**src/hdl/tcffa_pkg.sv**
```systemverilog
`default_nettype none

package tcffa_pkg;

  // Fixed widths of the command and result fields
  localparam int unsigned PAYLOAD_W = 32;
  localparam int unsigned STATUS_W  = 2;

  // Command codes
  localparam logic CMD_PUSH = 1'b0;
  localparam logic CMD_PULL = 1'b1;

  // Status codes
  localparam logic [STATUS_W-1:0] ST_DONE  = 2'd0;
  localparam logic [STATUS_W-1:0] ST_FULL  = 2'd1;
  localparam logic [STATUS_W-1:0] ST_EMPTY = 2'd2;

  // Queue select
  localparam logic CH_REQUEST  = 1'b0;
  localparam logic CH_RESPONSE = 1'b1;

  typedef struct packed {
    logic                 cmd;
    logic                 in_is_response;
    logic                 in_is_tail;
    logic [PAYLOAD_W-1:0] in_payload;
  } flit_cmd_t;

  typedef struct packed {
    logic [STATUS_W-1:0]  status;
    logic [PAYLOAD_W-1:0] out_payload;
    logic                 out_is_tail;
    logic                 out_is_response;
  } flit_res_t;

endpackage

`default_nettype wire

```
**src/hdl/two_channel_flit_fifo_arbiter.sv**
```systemverilog
`default_nettype none

// Flit input buffer with a request queue and a response queue, each
// QUEUE_DEPTH flits deep, and a packet-wise round-robin output arbiter.
//
// Command channel: a beat (push or pull) is taken at a rising edge where
// start is high and busy is low. Result channel: valid_o marks res_o for
// exactly one cycle; there is no back pressure, so every result must be
// taken in the cycle it is shown.
//
// Timing: a command taken at an edge is registered there, executed against
// the queue state in the following cycle; its result is registered as that
// cycle ends and is shown for one cycle. Throughput is one command per clock
// while busy is low; each queue has a single write port and a single registered
// read port that always prefetches the next head flit, which sets that rate.
//
// Reset: both queues empty, no packet open on either side, arbiter on the
// request queue. busy is high during reset and for one cycle after it.
// A push into a full queue returns a full status and changes nothing; a pull
// that finds nothing to send returns an empty status and changes nothing.
module two_channel_flit_fifo_arbiter #(
  parameter int unsigned QUEUE_DEPTH = 8,
  parameter int unsigned FLIT_WIDTH  = 32
) (
  input  wire                   clk_i,
  input  wire                   rst_ni,
  input  wire                   start,
  output logic                  busy,
  input  tcffa_pkg::flit_cmd_t  item_i,
  output logic                  valid_o,
  output tcffa_pkg::flit_res_t  res_o
);

  import tcffa_pkg::*;

  localparam int unsigned IDX_W  = (QUEUE_DEPTH > 1) ? $clog2(QUEUE_DEPTH) : 1;
  localparam int unsigned CNT_W  = $clog2(QUEUE_DEPTH + 1);
  localparam int unsigned SUM_W  = CNT_W + 1;
  localparam int unsigned WORD_W = FLIT_WIDTH + 1;

  // Command register
  logic      busy_q;
  logic      cmd_vld_q;
  flit_cmd_t cmd_q;

  // Queue state, index 0 request, index 1 response
  logic [IDX_W-1:0]  head_q [2];
  logic [IDX_W-1:0]  head_d [2];
  logic [CNT_W-1:0]  cnt_q  [2];
  logic [CNT_W-1:0]  cnt_d  [2];
  logic [IDX_W-1:0]  tail   [2];
  logic [WORD_W-1:0] head_word_q [2];
  logic [1:0]        push_en;
  logic [1:0]        pop_en;
  logic [WORD_W-1:0] wr_word;

  // Packet tracking
  logic in_open_q, in_open_d, in_resp_q, in_resp_d;
  logic out_open_q, out_open_d, out_resp_q, out_resp_d;

  flit_res_t res_d;

  assign busy = busy_q;

  // Take a beat whenever start is seen and busy is low
  always_ff @(posedge clk_i or negedge rst_ni) begin
    if (!rst_ni) begin
      busy_q    <= 1'b1;
      cmd_vld_q <= 1'b0;
    end else begin
      busy_q    <= 1'b0;
      cmd_vld_q <= start && !busy_q;
    end
  end

  always_ff @(posedge clk_i) begin
    if (start && !busy_q) begin
      cmd_q <= item_i;
    end
  end

  // Build the stored word: tail bit above the kept payload bits
  logic [2*PAYLOAD_W-1:0] in_wide;
  assign in_wide = (2*PAYLOAD_W)'(cmd_q.in_payload);
  assign wr_word = {cmd_q.in_is_tail, in_wide[FLIT_WIDTH-1:0]};

  // Execute one command against the queue state
  always_comb begin
    logic                   target;
    logic                   chan;
    logic                   found;
    logic [WORD_W-1:0]      word;
    logic [2*PAYLOAD_W-1:0] out_wide;
    push_en    = 2'b00;
    pop_en     = 2'b00;
    in_open_d  = in_open_q;
    in_resp_d  = in_resp_q;
    out_open_d = out_open_q;
    out_resp_d = out_resp_q;
    res_d      = '0;
    target     = in_open_q ? in_resp_q : cmd_q.in_is_response;
    chan       = out_resp_q;
    found      = 1'b1;
    word       = '0;
    out_wide   = '0;
    if (cmd_vld_q) begin
      if (cmd_q.cmd == CMD_PUSH) begin
        if (cnt_q[target] == CNT_W'(QUEUE_DEPTH)) begin
          res_d.status = ST_FULL;
        end else begin
          push_en[target] = 1'b1;
          in_resp_d       = target;
          in_open_d       = !cmd_q.in_is_tail;
          res_d.status    = ST_DONE;
        end
      end else begin
        // Pick the queue: locked mid-packet, else round robin over non-empty
        if (!out_open_q) begin
          if (cnt_q[CH_RESPONSE] != '0 && cnt_q[CH_REQUEST] != '0) begin
            chan = !out_resp_q;
          end else if (cnt_q[CH_RESPONSE] != '0) begin
            chan = CH_RESPONSE;
          end else if (cnt_q[CH_REQUEST] != '0) begin
            chan = CH_REQUEST;
          end else begin
            found = 1'b0;
          end
        end
        if (!found || cnt_q[chan] == '0) begin
          res_d.status = ST_EMPTY;
        end else begin
          pop_en[chan]          = 1'b1;
          word                  = head_word_q[chan];
          out_wide              = (2*PAYLOAD_W)'(word[FLIT_WIDTH-1:0]);
          out_resp_d            = chan;
          out_open_d            = !word[FLIT_WIDTH];
          res_d.status          = ST_DONE;
          res_d.out_payload     = out_wide[PAYLOAD_W-1:0];
          res_d.out_is_tail     = word[FLIT_WIDTH];
          res_d.out_is_response = chan;
        end
      end
    end
  end

  // Hold packet state
  always_ff @(posedge clk_i or negedge rst_ni) begin
    if (!rst_ni) begin
      in_open_q  <= 1'b0;
      in_resp_q  <= CH_REQUEST;
      out_open_q <= 1'b0;
      out_resp_q <= CH_REQUEST;
      valid_o    <= 1'b0;
    end else begin
      in_open_q  <= in_open_d;
      in_resp_q  <= in_resp_d;
      out_open_q <= out_open_d;
      out_resp_q <= out_resp_d;
      valid_o    <= cmd_vld_q;
    end
  end

  // Result register
  always_ff @(posedge clk_i) begin
    if (cmd_vld_q) begin
      res_o <= res_d;
    end
  end

  // One queue per channel
  for (genvar c = 0; c < 2; c++) begin : g_queue
    logic [WORD_W-1:0] mem [QUEUE_DEPTH];
    logic [SUM_W-1:0]  sum;

    // Wrap head plus count into the write address
    assign sum     = SUM_W'(head_q[c]) + SUM_W'(cnt_q[c]);
    assign tail[c] = (sum >= SUM_W'(QUEUE_DEPTH)) ? IDX_W'(sum - SUM_W'(QUEUE_DEPTH))
                                                  : IDX_W'(sum);

    // Advance head and count
    always_comb begin
      head_d[c] = head_q[c];
      cnt_d[c]  = cnt_q[c];
      if (pop_en[c]) begin
        head_d[c] = (head_q[c] == IDX_W'(QUEUE_DEPTH - 1)) ? '0 : head_q[c] + 1'b1;
        cnt_d[c]  = cnt_q[c] - 1'b1;
      end else if (push_en[c]) begin
        cnt_d[c]  = cnt_q[c] + 1'b1;
      end
    end

    always_ff @(posedge clk_i or negedge rst_ni) begin
      if (!rst_ni) begin
        head_q[c] <= '0;
        cnt_q[c]  <= '0;
      end else begin
        head_q[c] <= head_d[c];
        cnt_q[c]  <= cnt_d[c];
      end
    end

    // Write the pushed flit; prefetch the next head, bypassing a same-cycle write
    always_ff @(posedge clk_i) begin
      if (push_en[c]) begin
        mem[tail[c]] <= wr_word;
      end
      if (push_en[c] && tail[c] == head_d[c]) begin
        head_word_q[c] <= wr_word;
      end else begin
        head_word_q[c] <= mem[head_d[c]];
      end
    end
  end

endmodule

`default_nettype wire
```
**config.mk**
```make
export PLATFORM = sky130hd
export DESIGN_NAME = two_channel_flit_fifo_arbiter
export DESIGN_NICKNAME = d
export VERILOG_FILES = /design/src/hdl/tcffa_pkg.sv /design/src/hdl/two_channel_flit_fifo_arbiter.sv
export SDC_FILE = /design/constraint.sdc
export NUM_CORES = 1
export LEC_CHECK = 0
export ABC_CLOCK_PERIOD_IN_PS = 8700
export BUFFER_PORTS_ARGS = -buffer_cell sky130_fd_sc_hd__buf_2
export CORE_MARGIN = 2
export CORE_UTILIZATION = 30
export DETAILED_ROUTE_END_ITERATION = 10
export SLEW_MARGIN = 20
export SYNTH_ARGS = -nofsm -noshare
export SYNTH_HDL_FRONTEND = slang
export SYNTH_SLANG_ARGS = --single-unit
```
**constraint.sdc**
```tcl
create_clock -name clk_i -period 8.7 [get_ports clk_i]
set_input_delay 2.175 -clock clk_i [delete_from_list [all_inputs] [get_ports clk_i]]
set_output_delay 2.175 -clock clk_i [all_outputs]
set_load 0.01 [all_outputs]
```
==> impl_metrics.sql, run 1 <==
INSERT INTO impl_metrics (metric_group, metric, value, unit) VALUES
('global_routing', 'grt_pass1_vias', '17700', ''),
('finish', 'area_growth', '14.2', '%'),
('die', 'placeableCoreArea', '93200', 'µm²'),
('detailed_routing', 'number_of_vias_in_the_routed_layout', '18100', ''),
('detailed_routing', 'drt_total_wl', '76900', 'µm'),
('critical_path', 'crit_start', 'cmd_vld_q', ''),
('synth', 'synth_top_cells_by_area', 'edfxtp_1, and3_1, a2111oi_0, dfxtp_1, mux2_2', ''),
('job', 'max_cap_violations', '0', ''),
('detailed_routing', 'initialDrtViolationCount', '1972', ''),
('global_routing', 'grt_first_pass_wirelength', '114000', 'µm'),
('clock_tree', 'tritoncts', 'built', ''),
('die', 'initial_utilization', '30.3', '%'),
('synth', 'mappedNetlistArea', '28200', 'µm²'),
('synth', 'synth_enable_flop_cells', '599', ''),
('synth', 'synth_cells', '1952', ''),
('detailed_routing', 'firstDrtPassIters', '5', ''),
('sta', 'max_freq', '188', 'MHz'),
('synth', 'most_frequently_used_cell_type_in_the_post_synthesis_netlist', 'edfxtp_1', ''),
('clock_tree', 'number_of_h_tree_levels', '3', ''),
('placed_design', 'place_area', '30000', 'µm²'),
('power', 'cellLeakagePower', '0.0114', 'µW'),
('critical_path', 'critPathKind', 'reg2reg', ''),
('clock_tree', 'cts-root-to-sink-buffers', '3', ''),
('synth', 'ys_dominant_reg_cell', 'edfxtp_1', ''),
('detailed_routing', 'number_of_nets_with_antenna_violations_after_detailed_routing', '0', ''),
('sta', 'rsz0062_at_grt', 'false', ''),
('sta', 'worst_pin_slew', '1120', 'ps'),
('synth', 'synthesis.area_per_instance', '14.4', 'µm²'),
('sta', 'skew', '28.1', 'ps'),
('synth', 'yosysTopAreaCellShare', '63.8', '%'),
('sta', 'min_period_over_period', '61.1', '%'),
('placed_design', 'place_congestion', '0.764', ''),
('clock_tree', 'cts_root_buffer', 'clkbuf_16', ''),
('power', 'power-per-cell-area', '323', 'nW/µm²'),
('sta', 'sum_neg_setup_slack', '0', 'ps'),
('critical_path', 'critical_path_arrival', '5870', 'ps'),
('synth', 'synth_top_area_cell', 'edfxtp_1', ''),
('min_path', 'hold_class', 'reg2reg', ''),
('finish', 'nets', '2028', ''),
('finish', 'post_route_cells_drive_above_1_share', '15.6', '%'),
('clock_tree', 'cts_hold_buf', '0', ''),
('critical_path', 'start_kind', 'register', ''),
('synth', 'ys_seq_area_share', '70.4', '%'),
('placed_design', 'detailedPlace.worstSlack', '3410', 'ps'),
('synth', 'synth_seq_cells', '686', ''),
('synth', 'synth_warnings', '0', ''),
('die', 'std_cell_rows', '112', ''),
('clock_tree', 'clkTransAtPathRegs', '60', 'ps'),
('global_routing', 'grt_start_max_net_pins', '108', ''),
('sta', 'hold_viol_final', '0', ''),
('min_path', 'hold_path_startpoint', 'in_resp_q', ''),
('power', 'worst_ir_drop_vdd', '0.000253', 'V'),
('clock_tree', 'clock_insertion_delay_worst_skew', '620', 'ps'),
('status', 'run_status', 'completed', ''),
('synth', 'postSynthNetCount', '2004', ''),
('sta', 'final_critical_path_setup_slack', '3390', 'ps'),
('detailed_routing', 'routed_via_density', '5.52', ''),
('clock_tree', 'cts_resized', '0', ''),
('sta', 'worst_slew_margin_rel', '24.8', '%'),
('die', 'floorplan_die_area', '96400', 'µm²'),
('global_routing', 'grt_antenna_before_repair', '1', ''),
('clock_tree', 'cts-buffers-inserted', '68', ''),
('synth', 'synth_cell_types', '44', ''),
('placed_design', 'place.detailed.hpwl', '39100', 'µm'),
('critical_path', 'critPathRequiredTime', '9260', 'ps'),
('global_routing', 'grt_usage', '15.4', '%'),
('synth', 'yosys-top-cells-count', 'edfxtp_1, and3_1, a2111oi_0', ''),
('sta', 'finalSetupViolCount', '0', ''),
('critical_path', 'r2r-start', 'cmd_vld_q', ''),
('placed_design', 'port_buffers', '75', ''),
('clock_tree', 'cts_sinks', '686', ''),
('finish', 'final_area', '32200', 'µm²'),
('clock_tree', 'post-cts-setup-buffer-count', '0', ''),
('sta', 'maxSlewViolCount', '0', ''),
('die', 'floorplan.io_pins', '76', ''),
('global_routing', 'global_route.overflow_total', '0', ''),
('critical_path', 'timing.critical_path.fanout_max', '107', ''),
('sta', 'layout_min_cycle_time', '5310', 'ps'),
('synth', 'synth_async_sr_flop_share', '3.06', '%'),
('detailed_routing', 'drc', '0', ''),
('critical_path', 'worst_setup_path_end_kind', 'register', ''),
('detailed_routing', 'post_drt_wl_per_cell', '23.4', 'µm'),
('die', 'die_w', '311', 'µm'),
('die', 'chipHeight', '311', 'µm');
[logic make-up (layout without fill, tap and decap cells)]
group,count (synthesis),count (layout),share of synthesized area [%]
AO/OA/AOI/OAI,382,382,10.5
XOR/XNOR,17,17,0.528
adder cells (fa/ha/maj),14,14,0.728
buffers and inverters,166,241,2.47
flip-flops,686,686,70.4
multiplexers,86,86,3.48
other,1,2,0.0133
AND/OR/NAND/NOR,600,600,12.0
[registers in the layout (all words and copies together) (netlist names)]
| name | count |
|---|---|
| busy | 1 |
| cmd_q | 35 |
| cmd_vld_q | 1 |
| cnt_q | 8 |
| g_queue.mem | 528 |
| head_q | 6 |
| head_word_q | 66 |
| in_open_q | 1 |
| in_resp_q | 1 |
| out_open_q | 1 |
| out_resp_q | 1 |
| res_o | 36 |
| valid_o | 1 |
[cell type report]
type	count	area (µm²)
clock inverters	28	315
fillers	8860	61000
well taps	1254	1570
multi-input cells	1100	7880
flip-flops and latches	686	19800
diodes	1	2.50
repair buffers	115	676
clock buffers	93	1910
inverters	5	21.3
[cell usage in the layout, fill, tap and decap left out, types with 8 or more instances in the layout]
master and instances:
edfxtp_1 599, nor2b_1 10, nor2_1 10, mux2_2 61, clkinv_2 10, clkbuf_1 17, xnor2_1 12, ha_1 10
nand2_1 147, clkbuf_16 71, and3_1 397, dfxtp_1 66, mux2_1 14, nor2_4 10, mux2i_4 8, buf_4 40
a2111oi_0 264, buf_2 75, a21oi_1 103, dfrtp_1 17
[where the power goes]
group	internal, µW	switching (µW)	total [µW]
Combinational	1060	2160	3220
Clock	1720	1240	2960
Sequential	3990	243	4230
Total	6770	3640	10400
[per-stage QoR]
step | cells | hold slack (ps) | power (µW) | utilization [%]
after floorplan | 1952 | 462 | 6310 | -
after global placement | 3160 | 478 | 7400 | 32.2
after detailed placement | 3160 | 497 | 7460 | 32.2
after CTS | 3281 | 505 | 10400 | 34.6
after global routing | 3281 | 521 | 10900 | 34.6
final | 3282 | 507 | 10400 | 34.6
[final timing paths]
| path | endpoint | slack [ps] | cells after the start |
|---|---|---|---|
| max | head_word_q[0][5] | 3390 | 10 |
| min reg2reg | in_resp_q | 510 | 2 |
| min | in_resp_q | 510 | 2 |
| min in group asynchronous | head_q[3] | 1570 | 1 |
| max reg2reg | head_word_q[0][5] | 3390 | 10 |
| max in group asynchronous | head_q[0] | 6710 | 1 |
[layer usage]
| layer | wire length [µm] | GRT usage (%) | vias up | share of wire, % |
|---|---|---|---|---|
| met3 | 6170 | 3.14 | 118 | 8.0 |
| met5 | 0 | 0 | - | 0 |
| li1 | - | - | 7875 | - |
| met1 | 35200 | 22.8 | 9280 | 46 |
| met2 | 34100 | 23.0 | 847 | 44 |
| met4 | 1460 | 3.99 | 0 | 1.9 |
[critical path, cell delays in order (launching register included)]
cell,delay (ps)
dfrtp_2,1030
and2_1,360
o2111ai_4,140
buf_4,240
inv_4,780
mux2i_4,370
buf_4,340
buf_4,860
a2111oi_0,250
a2111oi_0,530
mux2_2,240
No activity file was read; power rests on OpenSTA's default activity.
==> run 2: changes to the inputs <==
- ABC_CLOCK_PERIOD_IN_PS: 8700 -> 4900
- clock period: 8.7 -> 4.9 ns (I/O delays scaled with it)
==> run 2 against run 1 <==
- wire length up 0.38%
- critical path type unchanged
- global-route usage up 0.17 points
- count of clock-buffer cells in the layout down 3
- sequential power up 78%
- critical endpoint is now head_word_q[1][2]
- critical path depth down 1
==> impl_metrics.sql, run 2 (same netlist as run 1, synthesis figures left out) <==
INSERT INTO impl_metrics (metric_group, metric, value, unit) VALUES
('status', 'run_status', 'completed', ''),
('finish', 'layoutNonFillerInstCount', '3293', ''),
('power', 'power_switching', '6490', 'µW'),
('power', 'power-per-cell-area', '573', 'nW/µm²'),
('clock_tree', 'number_of_h_tree_levels', '3', ''),
('global_routing', 'grt_start_max_net_pins', '110', ''),
('sta', 'sum_neg_setup_slack', '0', 'ps'),
('power', 'internal_power', '12000', 'µW'),
('finish', 'largest_reg_flops', '528', ''),
('die', 'placeableCoreArea', '93200', 'µm²'),
('finish', 'mostFrequentLayoutCells', 'edfxtp_1, and3_1, a2111oi_0, nand2_1, a21oi_1', ''),
('placed_design', 'post-place-cells', '3171', ''),
('sta', 'layout_min_cycle_time', '3800', 'ps'),
('critical_path', 'start_kind', 'register', ''),
('global_routing', 'grt_pass1_vias', '17900', ''),
('sta', 'max_freq', '263', 'MHz'),
('clock_tree', 'tritoncts', 'built', ''),
('min_path', 'hold_class', 'reg2reg', ''),
('power', 'worst_ir_drop_vdd', '0.000396', 'V'),
('sta', 'finalSetupViolCount', '0', ''),
('detailed_routing', 'firstDrtPassIters', '5', ''),
('sta', 'maxSlewViolCount', '0', ''),
('die', 'std_cell_rows', '112', ''),
('clock_tree', 'cts-buffers-inserted', '68', ''),
('detailed_routing', 'drt_total_wl', '77200', 'µm'),
('power', 'cellLeakagePower', '0.0115', 'µW'),
('die', 'floorplan_die_area', '96400', 'µm²'),
('placed_design', 'port_buffers', '75', ''),
('clock_tree', 'cts_root_buffer', 'clkbuf_16', ''),
('critical_path', 'crit_start', 'cnt_q[4]', ''),
('detailed_routing', 'number_of_nets_with_antenna_violations_after_detailed_routing', '0', ''),
('critical_path', 'critPathRequiredTime', '5460', 'ps'),
('global_routing', 'global_route.overflow_total', '0', ''),
('die', 'floorplan.io_pins', '76', ''),
('finish', 'post_route_cells_drive_above_1_share', '16.1', '%'),
('critical_path', 'rrSetupSlack', '1100', 'ps'),
('detailed_routing', 'dr_wl_met3', '6690', 'µm'),
('die', 'die_w', '311', 'µm'),
('detailed_routing', 'post_drt_wl_per_cell', '23.4', 'µm'),
('global_routing', 'grt_antenna_before_repair', '2', ''),
('placed_design', 'place_area', '30100', 'µm²'),
('clock_tree', 'clkTransAtPathRegs', '60', 'ps'),
('detailed_routing', 'number_of_vias_in_the_routed_layout', '18200', ''),
('sta', 'hold_viol_final', '0', ''),
('sta', 'worst_slew_margin_rel', '25.6', '%'),
('detailed_routing', 'drc', '0', ''),
('placed_design', 'place.detailed.hpwl', '41600', 'µm'),
('power', 'net_switching_share_of_the_total_power', '35.0', '%'),
('clock_tree', 'clock_insertion_delay_worst_skew', '630', 'ps'),
('detailed_routing', 'route.top_layer_used', 'met4', ''),
('clock_tree', 'cts_hold_buf', '0', ''),
('sta', 'skew', '34.5', 'ps'),
('sta', 'holdWs', '503', 'ps'),
('sta', 'min_period_over_period', '77.7', '%'),
('global_routing', 'grt_first_pass_wirelength', '115000', 'µm'),
('die', 'chipHeight', '311', 'µm'),
('critical_path', 'worst_setup_path_end_kind', 'register', ''),
('critical_path', 'r2r-start', 'cnt_q[4]', ''),
('detailed_routing', 'wl_met2', '33600', 'µm'),
('die', 'initial_utilization', '30.3', '%'),
('critical_path', 'ff2ff_path_depth', '9', ''),
('finish', 'area_growth', '14.6', '%'),
('power', 'clockPowerShare', '28.3', '%'),
('detailed_routing', 'routed_via_density', '5.52', ''),
('clock_tree', 'post-cts-setup-buffer-count', '0', ''),
('finish', 'nets', '2039', ''),
('power', 'share_of_total_power_in_combinational_logic', '31.0', '%'),
('critical_path', 'r2r-end', 'head_word_q[1][2]', ''),
('clock_tree', 'cts_sinks', '686', ''),
('job', 'max_cap_violations', '0', ''),
('critical_path', 'timing.critical_path.fanout_max', '78', ''),
('critical_path', 'crit_end', 'head_word_q[1][2]', ''),
('clock_tree', 'cts_resized', '0', ''),
('global_routing', 'grt_usage', '15.6', '%'),
('detailed_routing', 'wirelength_met1', '34600', 'µm'),
('critical_path', 'critical_path_arrival', '4370', 'ps'),
('detailed_routing', 'initialDrtViolationCount', '1985', ''),
('sta', 'rsz0062_at_grt', 'false', ''),
('power', 'power.sequential.fraction', '40.7', '%'),
('min_path', 'hold_path_startpoint', 'in_resp_q', ''),
('placed_design', 'place_congestion', '0.820', ''),
('critical_path', 'critPathKind', 'reg2reg', ''),
('finish', 'mostFrequentLayoutCell', 'edfxtp_1', ''),
('sta', 'worst_pin_slew', '1120', 'ps'),
('finish', 'final_area', '32300', 'µm²'),
('clock_tree', 'cts-root-to-sink-buffers', '3', '');
run 2: changes by cell type in the layout (fill, tap and decap cells not counted), sizes merged:
cell and delta:
clkbuf -3, buf +11, clkinv +3
run 2: worst max-delay path, stage by stage (launching register included):
cell and delay, ps:
dfrtp_1 480, nor4_2 510, o2111ai_4 330, inv_2 180, buf_4 310, buf_4 680
and3_1 260, a2111oi_0 60, a2111oi_0 610, mux2_2 260
run 2: final cells by class:
type / count / area, µm²
inverters: 5 / 21.3
flip-flops and latches: 686 / 19800
diodes: 1 / 2.50
clock buffers: 90 / 1880
clock inverters: 31 / 332
repair buffers: 126 / 783
multi-input cells: 1100 / 7880
well taps: 1254 / 1570
fillers: 8829 / 60900
run 2: routing by layer:
metal	track usage [%]	vias up
li1	-	7909
met1	23.0	9297
met2	22.7	810
met3	3.15	158
met4	5.47	0
met5	0	-
run 2: power by group through the flow:
stage / Clock [µW] / Sequential, µW / Combinational, µW
finish: 5240 / 7530 / 5750
global route: 5550 / 7600 / 6270
CTS: 5320 / 7540 / 5710
detailed placement: 0 / 7660 / 5670
global placement: 0 / 7640 / 5550
floorplan: 0 / 7460 / 3730
run 2: how the worst min path moves through the flow:
stage,endpoint,slack [ps],cells past startpoint
final,in_resp_q,500,2
after global routing,in_resp_q,550,2
after CTS,in_resp_q,510,2
after detailed placement,in_resp_q,490,2
after global placement,in_resp_q,480,2
after floorplan,in_resp_q,460,2
run 2: per-stage QoR:
stage                     utilization [%]  setup WS, ps  power (µW)
after floorplan                         -          -513       11200
after global placement               32.3          1150       13200
after detailed placement             32.3          1110       13300
after CTS                            34.7          1110       18600
after global routing                 34.7           870       19400
final                                34.7          1100       18500
==> run 3: changes to the inputs <==
- ABC_CLOCK_PERIOD_IN_PS: 4900 -> 3500
- clock period: 4.9 -> 3.5 ns (I/O delays scaled with it)
==> run 3 against run 2 <==
- first-iteration DRC count fell by 2.4%
- core utilization rose by 0.72 points
- non-clock buffer count rose by 19
- final cell count rose by 0.61%
- register-to-register slack got worse by 940 ps
- highest routed layer unchanged
- critical endpoint is now head_word_q[1][22]
- combinational power rose by 52%
- sequential power rose by 39%
- setup slack got worse by 940 ps
- final area rose by 2.1%
- largest power group unchanged
- wire length rose by 0.56%
- global-route usage barely moved
- fmax rose by 14%
==> impl_metrics.sql, run 3 (same netlist as run 1, synthesis figures left out) <==
INSERT INTO impl_metrics (metric_group, metric, value, unit) VALUES
('placed_design', 'detailedPlace.worstSlack', '189', 'ps'),
('finish', 'area_growth', '17.0', '%'),
('finish', 'post_route_cells_drive_above_1_share', '17.2', '%'),
('sta', 'holdWs', '262', 'ps'),
('sta', 'rsz0062_at_grt', 'false', ''),
('critical_path', 'path_buf_inv', '2', ''),
('placed_design', 'place_congestion', '0.826', ''),
('sta', 'skew', '27.6', 'ps'),
('global_routing', 'grt_usage', '15.6', '%'),
('clock_tree', 'tritoncts', 'built', ''),
('clock_tree', 'clkTransAtPathRegs', '60', 'ps'),
('critical_path', 'ff2ff_path_depth', '8', ''),
('detailed_routing', 'route.top_layer_used', 'met4', ''),
('detailed_routing', 'dr_wl_met3', '5950', 'µm'),
('critical_path', 'critical_path.slowest_cell', 'a2111oi_0', ''),
('global_routing', 'global_route.overflow_total', '0', ''),
('die', 'floorplan.io_pins', '76', ''),
('status', 'run_status', 'completed', ''),
('clock_tree', 'cts_sinks', '686', ''),
('sta', 'worst_slew_margin_rel', '30.2', '%'),
('finish', 'mostFrequentLayoutCells', 'edfxtp_1, and3_1, a2111oi_0, nand2_1, a21oi_1', ''),
('min_path', 'hold_class', 'in2async', ''),
('die', 'die_w', '311', 'µm'),
('die', 'initial_utilization', '30.3', '%'),
('placed_design', 'place.detailed.hpwl', '41100', 'µm'),
('detailed_routing', 'number_of_vias_in_the_routed_layout', '18100', ''),
('critical_path', 'critPathRequiredTime', '3990', 'ps'),
('die', 'placeableCoreArea', '93200', 'µm²'),
('die', 'floorplan_die_area', '96400', 'µm²'),
('placed_design', 'port_buffers', '75', ''),
('clock_tree', 'cts-root-to-sink-buffers', '3', ''),
('detailed_routing', 'wl_met2', '34600', 'µm'),
('job', 'max_cap_violations', '0', ''),
('clock_tree', 'cts_root_buffer', 'clkbuf_16', ''),
('sta', 'maxSlewViolCount', '0', ''),
('sta', 'layout_min_cycle_time', '3350', 'ps'),
('finish', 'largest_reg_flops', '528', ''),
('finish', 'postLayoutCoreUtil', '35.4', '%'),
('power', 'cellLeakagePower', '0.0118', 'µW'),
('global_routing', 'grt_start_max_net_pins', '105', ''),
('detailed_routing', 'post_drt_wl_per_cell', '23.4', 'µm'),
('detailed_routing', 'wirelength_met1', '35400', 'µm'),
('critical_path', 'critPathKind', 'reg2reg', ''),
('detailed_routing', 'drt_total_wl', '77600', 'µm'),
('critical_path', 'cp_peak_stage_delay', '720', 'ps'),
('sta', 'finalSetupViolCount', '0', ''),
('critical_path', 'logic_depth_of_the_worst_path_buffers_included', '8', ''),
('sta', 'sum_neg_setup_slack', '0', 'ps'),
('power', 'power-per-cell-area', '809', 'nW/µm²'),
('critical_path', 'start_kind', 'register', ''),
('clock_tree', 'number_of_h_tree_levels', '3', ''),
('detailed_routing', 'initialDrtViolationCount', '1937', ''),
('finish', 'mostFrequentLayoutCell', 'edfxtp_1', ''),
('finish', 'nets', '2057', ''),
('detailed_routing', 'drc', '0', ''),
('sta', 'final_critical_path_setup_slack', '153', 'ps'),
('global_routing', 'grt_pass1_vias', '17800', ''),
('sta', 'min_period_over_period', '95.6', '%'),
('sta', 'hold_viol_final', '0', ''),
('sta', 'worst_pin_slew', '1050', 'ps'),
('global_routing', 'grt_antenna_before_repair', '2', ''),
('detailed_routing', 'firstDrtPassIters', '5', ''),
('critical_path', 'path_delay_family', 'compound AO/OA/AOI/OAI gates', ''),
('power', 'worst_ir_drop_vdd', '0.000758', 'V'),
('clock_tree', 'clock_insertion_delay_worst_skew', '620', 'ps'),
('die', 'std_cell_rows', '112', ''),
('finish', 'filler_cell_count', '8775', ''),
('global_routing', 'grt_first_pass_wirelength', '115000', 'µm'),
('critical_path', 'critical_path_arrival', '3830', 'ps'),
('critical_path', 'cp_cell_sequence', 'or4_1 > o2111ai_4 > buf_12 > mux2i_4 > buf_12 > a2111oi_0 > a2111oi_0 > mux2_2', ''),
('clock_tree', 'cts-buffers-inserted', '67', ''),
('clock_tree', 'post-cts-setup-buffer-count', '0', ''),
('die', 'chipHeight', '311', 'µm'),
('sta', 'max_freq', '299', 'MHz'),
('detailed_routing', 'number_of_nets_with_antenna_violations_after_detailed_routing', '0', ''),
('detailed_routing', 'routed_via_density', '5.46', ''),
('critical_path', 'worst_setup_path_end_kind', 'register', ''),
('critical_path', 'timing.critical_path.fanout_max', '103', '');
## run 3: cell count changes in the layout (fill, tap and decap cells not counted), sizes merged
cell      change
buf          +19
clkbuf        -3
clkinvlp      +3
bufinv        +1
## run 3: final timing paths
check / from / endpoint / slack (ps)
setup / recovery: cnt_q[0] / head_word_q[1][22] / 150
hold / removal: rst_ni / head_q[4] / 260
setup reg to reg: cnt_q[0] / head_word_q[1][22] / 150
hold reg to reg: in_resp_q / in_resp_q / 510
max in group asynchronous: rst_ni / cmd_vld_q / 2810
min in group clk_i: item_i[15] / cmd_q[15] / 430
## run 3: timing repair
action	in CTS	in global routing
setup endpoints to repair	0	4
gates resized for setup	0	6
hold buffers	0	0
## run 3: per-stage QoR
step / total power (µW) / cells / area [µm²]
after detailed placement: 19300 / 3190 / 30700
after global routing: 27900 / 3312 / 33000
after global placement: 19100 / 3190 / 30700
after CTS: 26700 / 3312 / 33000
final: 26700 / 3313 / 33000
after floorplan: 15800 / 1952 / 28300
## run 3: layer usage
layer / global-route usage, % / up-vias
met3: 2.72 / 116
met5: 0 / -
met4: 4.36 / 0
li1: - / 7942
met2: 23.3 / 736
met1: 23.0 / 9302
## run 3: area by class of cell
type | count | area [µm²] | share of cell area, %
timing repair buffer | 145 | 1350 | 4.08
sequential | 686 | 19800 | 60.2
clock inverter | 35 | 399 | 1.21
inverter | 5 | 23.8 | 0.0721
tap | 1254 | 1570 | 4.76
antenna | 1 | 2.50 | 0.00759
multi-input combinational | 1100 | 7940 | 24.1
clock buffer | 87 | 1850 | 5.62
## run 3: power by group
group	internal (µW)	leakage [µW]	switching, µW
combinational	3150	0.00443	5580
sequential	9910	0.00623	598
clock	4290	0.00111	3160
